`src/rtl/assert_macros.svh`:
```
// ----------------------------------------------------------------------------
// Assertion macros
// Shared concurrent assertion forms for the PID correction step block.
// ----------------------------------------------------------------------------
`ifndef ASSERT_MACROS_SVH
`define ASSERT_MACROS_SVH

// Condition on the same clock edge as the antecedent.
`define PCS_ASSERT_IMPL(label, clk, rst, ante, cons) \
   label: assert property (@(posedge clk) disable iff (rst) (ante) |-> (cons)) \
      else $error("assertion failed");

// Condition on the clock edge after the antecedent.
`define PCS_ASSERT_NEXT(label, clk, rst, ante, cons) \
   label: assert property (@(posedge clk) disable iff (rst) (ante) |=> (cons)) \
      else $error("assertion failed");

`endif

```
`src/rtl/pcs_pkg.sv`:
```
// ----------------------------------------------------------------------------
// PID correction step package
// Widths, limits, state encoding and control structures shared by the block.
// ----------------------------------------------------------------------------
package pcs_pkg;

   localparam int ERR_W     = 15;
   localparam int MS_W      = 16;
   localparam int GAIN_W    = 16;
   localparam int CORR_W    = 20;
   localparam int ACC_W     = 32;
   localparam int DIFF_W    = 16;
   localparam int MSC_W     = 10;
   localparam int MUL_A_W   = 33;
   localparam int MUL_B_W   = GAIN_W + 1;
   localparam int PROD_W    = MUL_A_W + MUL_B_W;
   localparam int DIV_W     = 48;
   localparam int SUM_W     = 48;
   localparam int CSR_IDX_W = 2;

   // Quotient bits retired per divider cycle.
   localparam int DIV_RADIX_BITS = 4;
   localparam int DIV_STEPS      = DIV_W / DIV_RADIX_BITS;
   localparam int DIV_CNT_W      = $clog2(DIV_STEPS);

   localparam logic [CSR_IDX_W-1:0] CSR_PROP_GAIN  = CSR_IDX_W'(0);
   localparam logic [CSR_IDX_W-1:0] CSR_INTEG_GAIN = CSR_IDX_W'(1);
   localparam logic [CSR_IDX_W-1:0] CSR_DERIV_GAIN = CSR_IDX_W'(2);

   localparam logic [GAIN_W-1:0] PROP_GAIN_RESET  = GAIN_W'(384);
   localparam logic [GAIN_W-1:0] INTEG_GAIN_RESET = GAIN_W'(0);
   localparam logic [GAIN_W-1:0] DERIV_GAIN_RESET = GAIN_W'(0);

   localparam logic signed [ACC_W:0] ACC_LIMIT = (ACC_W+1)'(1280000000);
   localparam int OUT_LIMIT   = 512000;
   localparam int OUT_SHIFT   = 8;
   localparam int OUT_ROUND   = (1 << OUT_SHIFT) - 1;
   localparam int MS_MAX      = 1000;
   localparam int MS_SCALE    = 1000;
   localparam int INTEG_SCALE = 1000;

   typedef enum logic [3:0] {
      ST_IDLE,
      ST_ACC_MUL,
      ST_ACC_UPD,
      ST_P_TERM,
      ST_I_TERM,
      ST_D_GAIN,
      ST_D_TERM,
      ST_I_DIV,
      ST_D_DIV,
      ST_OUTPUT
   } pcs_state_type;

   typedef struct packed {
      logic               start;
      logic [DIV_W-1:0]   dividend;
      logic [MSC_W-1:0]   divisor;
   } pcs_div_req_type;

   typedef struct packed {
      logic               busy;
      logic [DIV_W-1:0]   quotient;
   } pcs_div_rsp_type;

endpackage

```
`src/rtl/pcs_if.sv`:
```
// ----------------------------------------------------------------------------
// PID correction step channels
// Valid/ready interfaces for the request and response transactions.
// ----------------------------------------------------------------------------
interface pcs_req_if;
   import pcs_pkg::*;

   logic                     valid;
   logic                     ready;
   logic signed [ERR_W-1:0]  line_error;
   logic [MS_W-1:0]          elapsed_ms;

   modport source (output valid, line_error, elapsed_ms, input ready);
   modport sink   (input valid, line_error, elapsed_ms, output ready);
endinterface

interface pcs_rsp_if;
   import pcs_pkg::*;

   logic                     valid;
   logic                     ready;
   logic signed [CORR_W-1:0] correction;
   logic                     output_saturated;

   modport source (output valid, correction, output_saturated, input ready);
   modport sink   (input valid, correction, output_saturated, output ready);
endinterface

```
`src/rtl/pcs_multiplier.sv`:
```
// ----------------------------------------------------------------------------
// Shared multiplier
// Signed multiplier with a registered product, reused for every term.
// ----------------------------------------------------------------------------
module pcs_multiplier (
   input  logic                              clock,
   input  logic signed [pcs_pkg::MUL_A_W-1:0] mul_a,
   input  logic signed [pcs_pkg::MUL_B_W-1:0] mul_b,
   output logic signed [pcs_pkg::PROD_W-1:0]  product_ff
);
   import pcs_pkg::*;

   logic signed [PROD_W-1:0] product_in;

   assign product_in = PROD_W'(mul_a) * PROD_W'(mul_b);

   always_ff @(posedge clock) begin
      product_ff <= product_in;
   end

endmodule

```
`src/rtl/pcs_divider.sv`:
```
// ----------------------------------------------------------------------------
// Serial divider
// Unsigned restoring divider retiring four quotient bits per cycle.
// ----------------------------------------------------------------------------
`include "assert_macros.svh"

module pcs_divider (
   input  logic                     clock,
   input  logic                     reset,
   input  pcs_pkg::pcs_div_req_type div_req,
   output pcs_pkg::pcs_div_rsp_type div_rsp
);
   import pcs_pkg::*;

   logic                 busy_ff;
   logic [DIV_CNT_W-1:0] count_ff;
   logic [DIV_W-1:0]     quo_ff;
   logic [DIV_W-1:0]     quo_in;
   logic [MSC_W-1:0]     rem_ff;
   logic [MSC_W-1:0]     rem_in;
   logic [MSC_W-1:0]     divisor_ff;
   logic                 last_step;

   // The dividend shifts out of the top of quo_ff while quotient bits enter
   // at the bottom, so after all steps the register holds the quotient.
   always_comb begin
      logic [MSC_W:0] trial;
      rem_in = rem_ff;
      quo_in = quo_ff;
      trial  = '0;
      for (int k = 0; k < DIV_RADIX_BITS; k++) begin
         trial  = {rem_in, quo_in[DIV_W-1]};
         quo_in = {quo_in[DIV_W-2:0], 1'b0};
         if (trial >= {1'b0, divisor_ff}) begin
            trial     = trial - {1'b0, divisor_ff};
            quo_in[0] = 1'b1;
         end
         rem_in = trial[MSC_W-1:0];
      end
   end

   assign last_step = (count_ff == DIV_CNT_W'(DIV_STEPS - 1));

   always_ff @(posedge clock) begin
      if (reset) begin
         busy_ff  <= 1'b0;
         count_ff <= '0;
      end else if (div_req.start) begin
         busy_ff  <= 1'b1;
         count_ff <= '0;
      end else if (busy_ff) begin
         count_ff <= count_ff + 1'b1;
         if (last_step) begin
            busy_ff <= 1'b0;
         end
      end
   end

   always_ff @(posedge clock) begin
      if (div_req.start) begin
         quo_ff     <= div_req.dividend;
         rem_ff     <= '0;
         divisor_ff <= div_req.divisor;
      end else if (busy_ff) begin
         quo_ff <= quo_in;
         rem_ff <= rem_in;
      end
   end

   assign div_rsp.busy     = busy_ff;
   assign div_rsp.quotient = quo_ff;

   `PCS_ASSERT_IMPL(a_no_restart, clock, reset, div_req.start, !busy_ff)
   `PCS_ASSERT_NEXT(a_start_busy, clock, reset, div_req.start, busy_ff && (count_ff == '0))
   `PCS_ASSERT_IMPL(a_rem_below, clock, reset, busy_ff, rem_ff < divisor_ff)

endmodule

```
`src/rtl/pid_correction_step.sv`:
```
// Sequencing: the first transaction after reset goes straight to ST_OUTPUT with
// a zero correction; later ones pass ST_ACC_MUL, ST_ACC_UPD, ST_P_TERM, ST_I_TERM,
// ST_D_GAIN, ST_D_TERM, the integral and derivative divider passes and ST_OUTPUT,
// which waits on a held response. A request is taken only in ST_IDLE.
// Reset: gains return to 1.5 / 0 / 0, integral and previous error clear, and
// the next transaction is treated as the first.
// ----------------------------------------------------------------------------
// PID correction step
// Fixed-point PID steering correction with a saturating integral term.
// ----------------------------------------------------------------------------
`include "assert_macros.svh"

module pid_correction_step (
   input  logic                              clock,
   input  logic                              reset,
   input  logic                              csr_wr_en,
   input  logic [pcs_pkg::CSR_IDX_W-1:0]     csr_index,
   input  logic [pcs_pkg::GAIN_W-1:0]        csr_wdata,
   pcs_req_if.sink                           req_chan,
   pcs_rsp_if.source                         rsp_chan
);
   import pcs_pkg::*;

   pcs_state_type              state_ff;
   pcs_state_type              state_in;

   logic [GAIN_W-1:0]          prop_ff;
   logic [GAIN_W-1:0]          integ_ff;
   logic [GAIN_W-1:0]          deriv_ff;

   logic                       primed_ff;
   logic signed [ERR_W-1:0]    prev_ff;
   logic signed [ACC_W-1:0]    acc_ff;
   logic signed [ERR_W-1:0]    err_ff;
   logic [MSC_W-1:0]           ms_ff;
   logic [MSC_W-1:0]           ms_clamped;
   logic signed [DIFF_W-1:0]   diff_ff;
   logic signed [SUM_W-1:0]    sum_ff;
   logic [DIV_W-1:0]           dnum_ff;
   logic                       dneg_ff;
   logic                       ineg_ff;

   logic                       rsp_valid_ff;
   logic signed [CORR_W-1:0]   rsp_corr_ff;
   logic                       rsp_sat_ff;

   logic                       req_fire;
   logic                       rsp_load;
   logic                       quo_take;

   logic signed [MUL_A_W-1:0]  mul_a;
   logic signed [MUL_B_W-1:0]  mul_b;
   logic signed [PROD_W-1:0]   product_ff;
   logic [PROD_W-1:0]          prod_mag;

   pcs_div_req_type            div_req;
   pcs_div_rsp_type            div_rsp;

   logic signed [ACC_W:0]      acc_sum;
   logic signed [ACC_W:0]      acc_sat;
   logic signed [DIV_W:0]      quo_ext;
   logic signed [DIV_W:0]      quo_term;
   logic signed [SUM_W-1:0]    sum_biased;
   logic signed [SUM_W-1:0]    sum_scaled;
   logic signed [CORR_W-1:0]   corr_value;
   logic                       corr_sat;

   pcs_multiplier u_mul (
      .clock      (clock),
      .mul_a      (mul_a),
      .mul_b      (mul_b),
      .product_ff (product_ff)
   );

   pcs_divider u_div (
      .clock   (clock),
      .reset   (reset),
      .div_req (div_req),
      .div_rsp (div_rsp)
   );

   assign req_fire = req_chan.valid && req_chan.ready;

   always_comb begin
      if (req_chan.elapsed_ms == '0) begin
         ms_clamped = MSC_W'(1);
      end else if (req_chan.elapsed_ms > MS_W'(MS_MAX)) begin
         ms_clamped = MSC_W'(MS_MAX);
      end else begin
         ms_clamped = req_chan.elapsed_ms[MSC_W-1:0];
      end
   end

   assign prod_mag = product_ff[PROD_W-1] ? PROD_W'(-product_ff) : PROD_W'(product_ff);

   assign acc_sum = (ACC_W+1)'(acc_ff) + product_ff[ACC_W:0];

   always_comb begin
      if (acc_sum > ACC_LIMIT) begin
         acc_sat = ACC_LIMIT;
      end else if (acc_sum < -ACC_LIMIT) begin
         acc_sat = -ACC_LIMIT;
      end else begin
         acc_sat = acc_sum;
      end
   end

   // Quotients come back as magnitudes; the sign of the dividend restores
   // truncation toward zero.
   assign quo_ext  = {1'b0, div_rsp.quotient};
   assign quo_term = ((state_ff == ST_I_DIV) ? ineg_ff : dneg_ff) ? -quo_ext : quo_ext;

   // Division by 256 truncated toward zero: bias negative sums before the shift.
   assign sum_biased = sum_ff[SUM_W-1] ? (sum_ff + SUM_W'(OUT_ROUND)) : sum_ff;
   assign sum_scaled = sum_biased >>> OUT_SHIFT;

   always_comb begin
      if (sum_scaled > SUM_W'(OUT_LIMIT)) begin
         corr_value = CORR_W'(OUT_LIMIT);
         corr_sat   = 1'b1;
      end else if (sum_scaled < SUM_W'(-OUT_LIMIT)) begin
         corr_value = CORR_W'(-OUT_LIMIT);
         corr_sat   = 1'b1;
      end else begin
         corr_value = CORR_W'(sum_scaled);
         corr_sat   = 1'b0;
      end
   end

   always_ff @(posedge clock) begin
      if (reset) begin
         state_ff <= ST_IDLE;
      end else begin
         state_ff <= state_in;
      end
   end

   always_comb begin
      state_in         = state_ff;
      mul_a            = MUL_A_W'(err_ff);
      mul_b            = MUL_B_W'(signed'({1'b0, ms_ff}));
      div_req.start    = 1'b0;
      div_req.dividend = dnum_ff;
      div_req.divisor  = ms_ff;
      rsp_load         = 1'b0;
      quo_take         = 1'b0;
      case (state_ff)
         ST_IDLE: begin
            if (req_fire) begin
               state_in = primed_ff ? ST_ACC_MUL : ST_OUTPUT;
            end
         end
         ST_ACC_MUL: begin
            state_in = ST_ACC_UPD;
         end
         ST_ACC_UPD: begin
            mul_b    = signed'({1'b0, prop_ff});
            state_in = ST_P_TERM;
         end
         ST_P_TERM: begin
            mul_a    = MUL_A_W'(acc_ff);
            mul_b    = signed'({1'b0, integ_ff});
            state_in = ST_I_TERM;
         end
         ST_I_TERM: begin
            mul_a            = MUL_A_W'(diff_ff);
            mul_b            = signed'({1'b0, deriv_ff});
            div_req.start    = 1'b1;
            div_req.dividend = prod_mag[DIV_W-1:0];
            div_req.divisor  = MSC_W'(INTEG_SCALE);
            state_in         = ST_D_GAIN;
         end
         ST_D_GAIN: begin
            mul_a    = product_ff[MUL_A_W-1:0];
            mul_b    = MUL_B_W'(MS_SCALE);
            state_in = ST_D_TERM;
         end
         ST_D_TERM: begin
            state_in = ST_I_DIV;
         end
         ST_I_DIV: begin
            if (!div_rsp.busy) begin
               quo_take      = 1'b1;
               div_req.start = 1'b1;
               state_in      = ST_D_DIV;
            end
         end
         ST_D_DIV: begin
            if (!div_rsp.busy) begin
               quo_take = 1'b1;
               state_in = ST_OUTPUT;
            end
         end
         ST_OUTPUT: begin
            if (!rsp_valid_ff || rsp_chan.ready) begin
               rsp_load = 1'b1;
               state_in = ST_IDLE;
            end
         end
         default: begin
            state_in = ST_IDLE;
         end
      endcase
   end

   always_ff @(posedge clock) begin
      if (reset) begin
         prop_ff  <= PROP_GAIN_RESET;
         integ_ff <= INTEG_GAIN_RESET;
         deriv_ff <= DERIV_GAIN_RESET;
      end else if (csr_wr_en) begin
         case (csr_index)
            CSR_PROP_GAIN:  prop_ff  <= csr_wdata;
            CSR_INTEG_GAIN: integ_ff <= csr_wdata;
            CSR_DERIV_GAIN: deriv_ff <= csr_wdata;
            default: begin
            end
         endcase
      end
   end

   always_ff @(posedge clock) begin
      if (reset) begin
         primed_ff <= 1'b0;
         prev_ff   <= '0;
         acc_ff    <= '0;
      end else begin
         if (req_fire) begin
            primed_ff <= 1'b1;
            prev_ff   <= req_chan.line_error;
         end
         if (state_ff == ST_ACC_UPD) begin
            acc_ff <= ACC_W'(acc_sat);
         end
      end
   end

   always_ff @(posedge clock) begin
      if (req_fire) begin
         err_ff  <= req_chan.line_error;
         ms_ff   <= ms_clamped;
         diff_ff <= DIFF_W'(req_chan.line_error) - DIFF_W'(prev_ff);
         sum_ff  <= '0;
      end else if (state_ff == ST_P_TERM) begin
         sum_ff <= SUM_W'(product_ff);
      end else if (quo_take) begin
         sum_ff <= sum_ff + SUM_W'(quo_term);
      end
      if (state_ff == ST_I_TERM) begin
         ineg_ff <= product_ff[PROD_W-1];
      end
      if (state_ff == ST_D_TERM) begin
         dnum_ff <= prod_mag[DIV_W-1:0];
         dneg_ff <= product_ff[PROD_W-1];
      end
   end

   always_ff @(posedge clock) begin
      if (reset) begin
         rsp_valid_ff <= 1'b0;
      end else if (rsp_load) begin
         rsp_valid_ff <= 1'b1;
      end else if (rsp_chan.ready) begin
         rsp_valid_ff <= 1'b0;
      end
   end

   always_ff @(posedge clock) begin
      if (rsp_load) begin
         rsp_corr_ff <= corr_value;
         rsp_sat_ff  <= corr_sat;
      end
   end

   assign req_chan.ready            = (state_ff == ST_IDLE);
   assign rsp_chan.valid            = rsp_valid_ff;
   assign rsp_chan.correction       = rsp_corr_ff;
   assign rsp_chan.output_saturated = rsp_sat_ff;

   `PCS_ASSERT_IMPL(a_sat_at_limit, clock, reset, rsp_valid_ff && rsp_sat_ff, (rsp_corr_ff == CORR_W'(OUT_LIMIT)) || (rsp_corr_ff == CORR_W'(-OUT_LIMIT)))
   `PCS_ASSERT_NEXT(a_first_zero, clock, reset, req_fire && !primed_ff, (state_ff == ST_OUTPUT) && (sum_ff == '0))
   `PCS_ASSERT_NEXT(a_acc_bound, clock, reset, state_ff == ST_ACC_UPD, ((ACC_W+1)'(acc_ff) <= ACC_LIMIT) && ((ACC_W+1)'(acc_ff) >= -ACC_LIMIT))

endmodule
```
`src/flat_wrapper.sv`:
```
// flat-port wrapper written by rule: the top's interface ports become plain ports
module pid_correction_step_flat import pcs_pkg::*;
  (clock, reset, csr_wr_en, csr_index, csr_wdata, req_chan_valid, req_chan_line_error, req_chan_elapsed_ms, req_chan_ready, rsp_chan_valid, rsp_chan_correction, rsp_chan_output_saturated, rsp_chan_ready);
  pcs_req_if req_chan_i ();
  pcs_rsp_if rsp_chan_i ();
  input  logic clock;
  input  logic reset;
  input  logic csr_wr_en;
  input  logic [pcs_pkg::CSR_IDX_W-1:0] csr_index;
  input  logic [pcs_pkg::GAIN_W-1:0] csr_wdata;
  input wire logic [$bits(req_chan_i.valid)-1:0] req_chan_valid;
  input wire logic [$bits(req_chan_i.line_error)-1:0] req_chan_line_error;
  input wire logic [$bits(req_chan_i.elapsed_ms)-1:0] req_chan_elapsed_ms;
  output wire logic [$bits(req_chan_i.ready)-1:0] req_chan_ready;
  output wire logic [$bits(rsp_chan_i.valid)-1:0] rsp_chan_valid;
  output wire logic [$bits(rsp_chan_i.correction)-1:0] rsp_chan_correction;
  output wire logic [$bits(rsp_chan_i.output_saturated)-1:0] rsp_chan_output_saturated;
  input wire logic [$bits(rsp_chan_i.ready)-1:0] rsp_chan_ready;
  assign req_chan_i.valid = req_chan_valid;
  assign req_chan_i.line_error = req_chan_line_error;
  assign req_chan_i.elapsed_ms = req_chan_elapsed_ms;
  assign req_chan_ready = req_chan_i.ready;
  assign rsp_chan_valid = rsp_chan_i.valid;
  assign rsp_chan_correction = rsp_chan_i.correction;
  assign rsp_chan_output_saturated = rsp_chan_i.output_saturated;
  assign rsp_chan_i.ready = rsp_chan_ready;
  pid_correction_step u_core (.clock(clock), .reset(reset), .csr_wr_en(csr_wr_en), .csr_index(csr_index), .csr_wdata(csr_wdata), .req_chan(req_chan_i), .rsp_chan(rsp_chan_i));
endmodule
```
`config.mk`:
```
export PLATFORM = sky130hd
export DESIGN_NAME = pid_correction_step_flat
export DESIGN_NICKNAME = d
export VERILOG_FILES = /design/src/rtl/pcs_pkg.sv /design/src/rtl/pcs_if.sv /design/src/rtl/pcs_multiplier.sv /design/src/rtl/pcs_divider.sv /design/src/rtl/pid_correction_step.sv /design/src/flat_wrapper.sv
export VERILOG_INCLUDE_DIRS = /design/src /design/src/rtl
export SDC_FILE = /design/constraint.sdc
export NUM_CORES = 2
export LEC_CHECK = 0
export BUFFER_PORTS_ARGS = -buffer_cell sky130_fd_sc_hd__buf_4
export CAP_MARGIN = 10
export CORE_MARGIN = 5
export CORE_UTILIZATION = 61
export DETAILED_ROUTE_END_ITERATION = 10
export GPL_TIMING_DRIVEN = 1
export PLACE_DENSITY = 0.78
export REMOVE_ABC_BUFFERS = 1
export SYNTH_ARGS = -nofsm -noshare
export SYNTH_HDL_FRONTEND = slang
export SYNTH_HIERARCHICAL = 1
export SYNTH_SLANG_ARGS = --single-unit
```
`constraint.sdc`:
```
create_clock -name clock -period 10.7 [get_ports clock]
set_clock_uncertainty 0.05 [all_clocks]
set_input_delay 1.605 -clock clock [delete_from_list [all_inputs] [get_ports clock]]
set_output_delay 1.605 -clock clock [all_outputs]
set_load 0.02 [all_outputs]
```
Yosys cells after proc, flatten, opt, wreduce, memory -nomap -nowiden. Cells that the tools add are included.

ROM bits: 0. Register bits after elaboration: 384. Output and inout bits: 23. RAM bits: 0. Input bits: 54. Memories kept: 0. Word-level logic and storage cells: 119. Bits in latches: 0.

Muxes and demuxes: 40. Multiply operators: 1. Order comparisons: 9. Bitwise operators: 0. Reduce and logical (&&, ||, !) cells: 17. Add/sub/neg operators: 11. Equality and inequality tests: 16. Div/mod/pow operators: 0. Shifts and indexed selects: 0.

Operators by type and width (number): $mux 48 (7); $pmux 33 s3 (1); $neg 48->48 (2); $mux 32 (2); $pmux 16 s4 (1); $mux 58 (1); $mul 33x17->50 (1); $mux 10 (5); $add 48x48->48 (1); $add 48x9->48 const B (1); $ge 11x10->1 (4); $gt 40x20->1 const B (1); $lt 40x20->1 const B (1); $pmux 4 s10 (1); $sub 10x10->10 (4); $add 33x33->33 (1); $gt 33x32->1 const B (1); $lt 33x32->1 const B (1); $mux 20 (1); $mux 4 (5); $eq 4x3->1 const B (4); $gt 16x10->1 const B (1); $logic_not 16->1 (1); $sub 15x15->16 (1); 19 further kinds (45).

Logic depth before layout (Yosys ltp).
Word-level depth: 10. Depth in mapped cells: 40.

By module. The synthesis kept the hierarchy.

By module, submodules not included: pcs_multiplier (times used 1, cells each 2165, sequential area each 1001.0 um2, area an instance 20034.2 um2); pid_correction_step (times used 1, cells each 2286, sequential area each 6346.1 um2, area an instance 18994.5 um2); pcs_divider (times used 1, cells each 473, sequential area each 2042.0 um2, area an instance 5186.2 um2).

Worst setup path after synthesis. No wires, ideal clock.

Kind: register to register. Start point: reg u_core.u_div.divisor_ff[1]. End point: reg u_core.u_div.rem_ff[5]. Stages on the path, launching flop included: 36. Required time: 10.513 ns. Path buffers: 4. Setup time: 0.137 ns. Setup slack: 2.041 ns. Data arrival time: 8.472 ns. Cell sequence: edfxtp_1 > inv_1 > ha_1 > nor2b_1 > o31a_1 > o41ai_2 > nand2_1 > o21ai_0 > inv_1 > ha_1 > nor2b_1 > o31a_1 > o21ai_0 > o31ai_1 > or3_1 > buf_6 > mux2_2 > ha_1 > a21o_1 > or3_1 > o211a_1 > o21a_1 > o21a_1 > and4b_1 > clkbuf_1 > buf_2 > mux2_2 > ha_1 > or3_1 > o211a_1 > o211ai_1 > nand3_1 > a211oi_4 > buf_6 > mux2i_1 > a211oi_1.

Cells in the longest elaborated chain, start to end: 8. Elaborated cells between the ends (all ways): 12. Those cells by class: add/sub (4); order compare (4); mux (4).

Ends and longest elaborated chain: start: declaration (line pcs_divider.sv:21) `logic [MSC_W-1:0] divisor_ff;`; start signal: assignment (line pcs_divider.sv:63) `divisor_ff <= div_req.divisor;`; $sub 10x10->10 / $ge 11x10->1 (equally long branches) (line pcs_divider.sv:35, pcs_divider.sv:34); $mux 10 (line pcs_divider.sv:34) `if (trial >= {1'b0, divisor_ff}) begin`; $sub 10x10->10 / $ge 11x10->1 (equally long branches) (line pcs_divider.sv:35, pcs_divider.sv:34); $mux 10 (line pcs_divider.sv:34); $sub 10x10->10 / $ge 11x10->1 (equally long branches) (line pcs_divider.sv:35, pcs_divider.sv:34); $mux 10 (line pcs_divider.sv:34); $sub 10x10->10 / $ge 11x10->1 (equally long branches) (line pcs_divider.sv:35, pcs_divider.sv:34); $mux 10 * (line pcs_divider.sv:34); end signal: assignment (line pcs_divider.sv:66) `rem_ff <= rem_in;`; end: declaration (line pcs_divider.sv:19) `logic [MSC_W-1:0] rem_ff;`.

Mark *: on every way between the ends. The rest lies on a longest branch, timed or not. A chain may end at the register's enable or synchronous reset.

Final worst setup path.
Start point: reg u_core.u_div.divisor_ff[1]. End point: reg u_core.u_div.rem_ff[8].

Same word-level chain as after synthesis.

==> results.cfg <==
[route]
via_count = 35800
detail_route.drc_violations = 0
drt-wirelength-per-cell_um = 20.5
initialDrtViolationCount = 3630
drt.antenna.violating_nets = 0
drtPass1Iterations = 6
vias_per_cell = 6.13
totalWireLength_um = 120000

[critical_path]
critPathRequiredTime_ns = 11.06
timing.critical_path.to_type = flip-flop
timing.reg2reg.worst_path_depth = 34
slowest_delay_ns = 0.67
top_delay_family_on_crit_path = compound AO/OA/AOI/OAI gates
critical-path-slowest-cell = sky130_fd_sc_hd__a211oi_4
regToRegEndpoint = u_core/u_div/rem_ff[8]
crit-reg2reg-launch = u_core/u_div/divisor_ff[1]
setup.worst_path.start_class = flip-flop
ff2ff_setup_slack_ns = 0.80
worstSetupPathType = reg -> reg
critical_path_maximum_fanout = 14
cp_num_buf_inv = 2
critPathArrivalTime_ns = 10.26

[floorplan]
die_height_um = 279
fp.dieArea_um2 = 77800
core_ar_um2 = 71600
io_pins = 77
die_width_um = 279
floorplan.initialDensity = 0.616
row_count = 98

[layout]
layout.cells.most_common_list = sky130_fd_sc_hd__nand2_1, sky130_fd_sc_hd__inv_1, sky130_fd_sc_hd__fa_1
layout.cell_area.non_filler_um2 = 46900
area.growth.synth_to_final_pct = 6.33
drive_above_1_share = 0.0780
post_layout_nonfiller_instances = 5845
finish.net_count = 5712
antenna-diode-count = 0
layout.cells.most_common = sky130_fd_sc_hd__nand2_1

[placed_design]
postPlaceCellArea_um2 = 45500
place.port_buffers = 76
placed_cells_incl_taps = 5767
hpwlAfterDp_um = 88800
gp_routability_congestion = 0.962

[clocking]
cts_tree = done
tritoncts.num_buffers = 42
cts.sinks = 383
post-cts-setup-buffer-count = 0
worst_setup_hold_path_clk_slew_ns = 0.06
h-tree-depth = 2
clock_insertion_delay_worst_skew_ns = 0.59
cts-root-to-sink-buffers = 3
clock-root-buffer = sky130_fd_sc_hd__clkbuf_16

[grt]
top_usage_layer = met2
first_global_vias = 35700
grt_start_max_net_pins = 75
total_gr_overflow = 0
gr-usage-met2 = 0.480
grtUsageMet1 = 0.434
grt_antenna_before_repair = 0
grt_first_pass_wirelength_um = 193000
grt_util_all_layers = 0.305
gr-usage-met3 = 0.0545

[min_path]
hold_path_end = u_core/prop_ff[3]
hold_depth = 2
timing.hold.worst.class = reg -> reg
holdCritStartpoint = u_core/prop_ff[3]

[sta]
achievable-frequency_ghz = 0.101
hold_slack_ns = 0.404
fin_crit_sh = 0.926
finalSetupTns_ns = 0
final_max_slew_viol_count = 0
setup-violations-final = 0
unrepaired_setup_endpoints_after_global_routing = no
fin_crit_ns = 9.90
worst_pin_slew_ns = 1.26
headroom_to_the_max_slew_limit = 0.157
final_hold_viol_count = 0

[flow_run]
maxCapViolations = 0

[outcome]
outcome = complete, no violations

[synth]
syn-instance-count = 4914
post_synth.cell_area_avg_um2 = 8.98
synthesis.area_um2 = 44100
synth_warnings = 6
## tightest hold or removal path, cell delays in order, from the launching register on
cell	delay [ns]
sky130_fd_sc_hd__dfxtp_1	0.31
sky130_fd_sc_hd__nand2_1	0.05
sky130_fd_sc_hd__a21oi_1	0.05
## per-layer routing
layer  vias up  wire [um]
li1      16400          -
met1     17600      51100
met2      1650      54000
met3       222      10700
met4         0       4280
met5         -          0
## through the flow
step	setup WS, ns	utilization
final	0.796	0.655
after global routing	0.121	0.655
after detailed placement	0.708	0.635
after CTS	0.675	0.655
after global placement	0.802	0.635
after floorplan	-5.92	-
## registers in the layout, indices dropped and copies added (netlist names), 15 cells and up
register / cells
u_core/u_mul/product_ff: 49
u_core/dnum_ff: 48
u_core/sum_ff: 48
u_core/u_div/quo_ff: 48
u_core/acc_ff: 32
u_core/rsp_chan.correction: 20
u_core/deriv_ff: 16
u_core/diff_ff: 16
u_core/integ_ff: 16
u_core/prop_ff: 16
u_core/err_ff: 15
u_core/prev_ff: 15
## timing repair
item	4_1_cts	5_1_grt
setup endpoints to repair	0	10
gates resized for setup	0	1
hold buffers	0	0
## cell type report
| cell class | count | area, um^2 |
|---|---|---|
| repair buffers | 126 | 946 |
| fillers | 5785 | 24700 |
| multi-input cells | 3669 | 31600 |
| clock buffers | 55 | 1170 |
| flip-flops and latches | 383 | 9370 |
| clock inverters | 23 | 285 |
| inverters | 639 | 2400 |
| well taps | 950 | 1190 |
## worst max path at each step
stage,from,end,cells after the start
2_1_floorplan,u_core/state_ff[2],u_core/u_mul/product_ff[49],23
3_3_place_gp,u_core/u_div/divisor_ff[1],u_core/u_div/rem_ff[2],34
3_5_place_dp,u_core/u_div/divisor_ff[1],u_core/u_div/rem_ff[8],34
4_1_cts,u_core/u_div/divisor_ff[1],u_core/u_div/rem_ff[8],34
5_1_grt,u_core/u_div/divisor_ff[1],u_core/u_div/rem_ff[6],34
6_report,u_core/u_div/divisor_ff[1],u_core/u_div/rem_ff[8],34
Power is not shown: default switching activity piles up to over one toggle a cycle in this logic, so the estimate is an artifact.
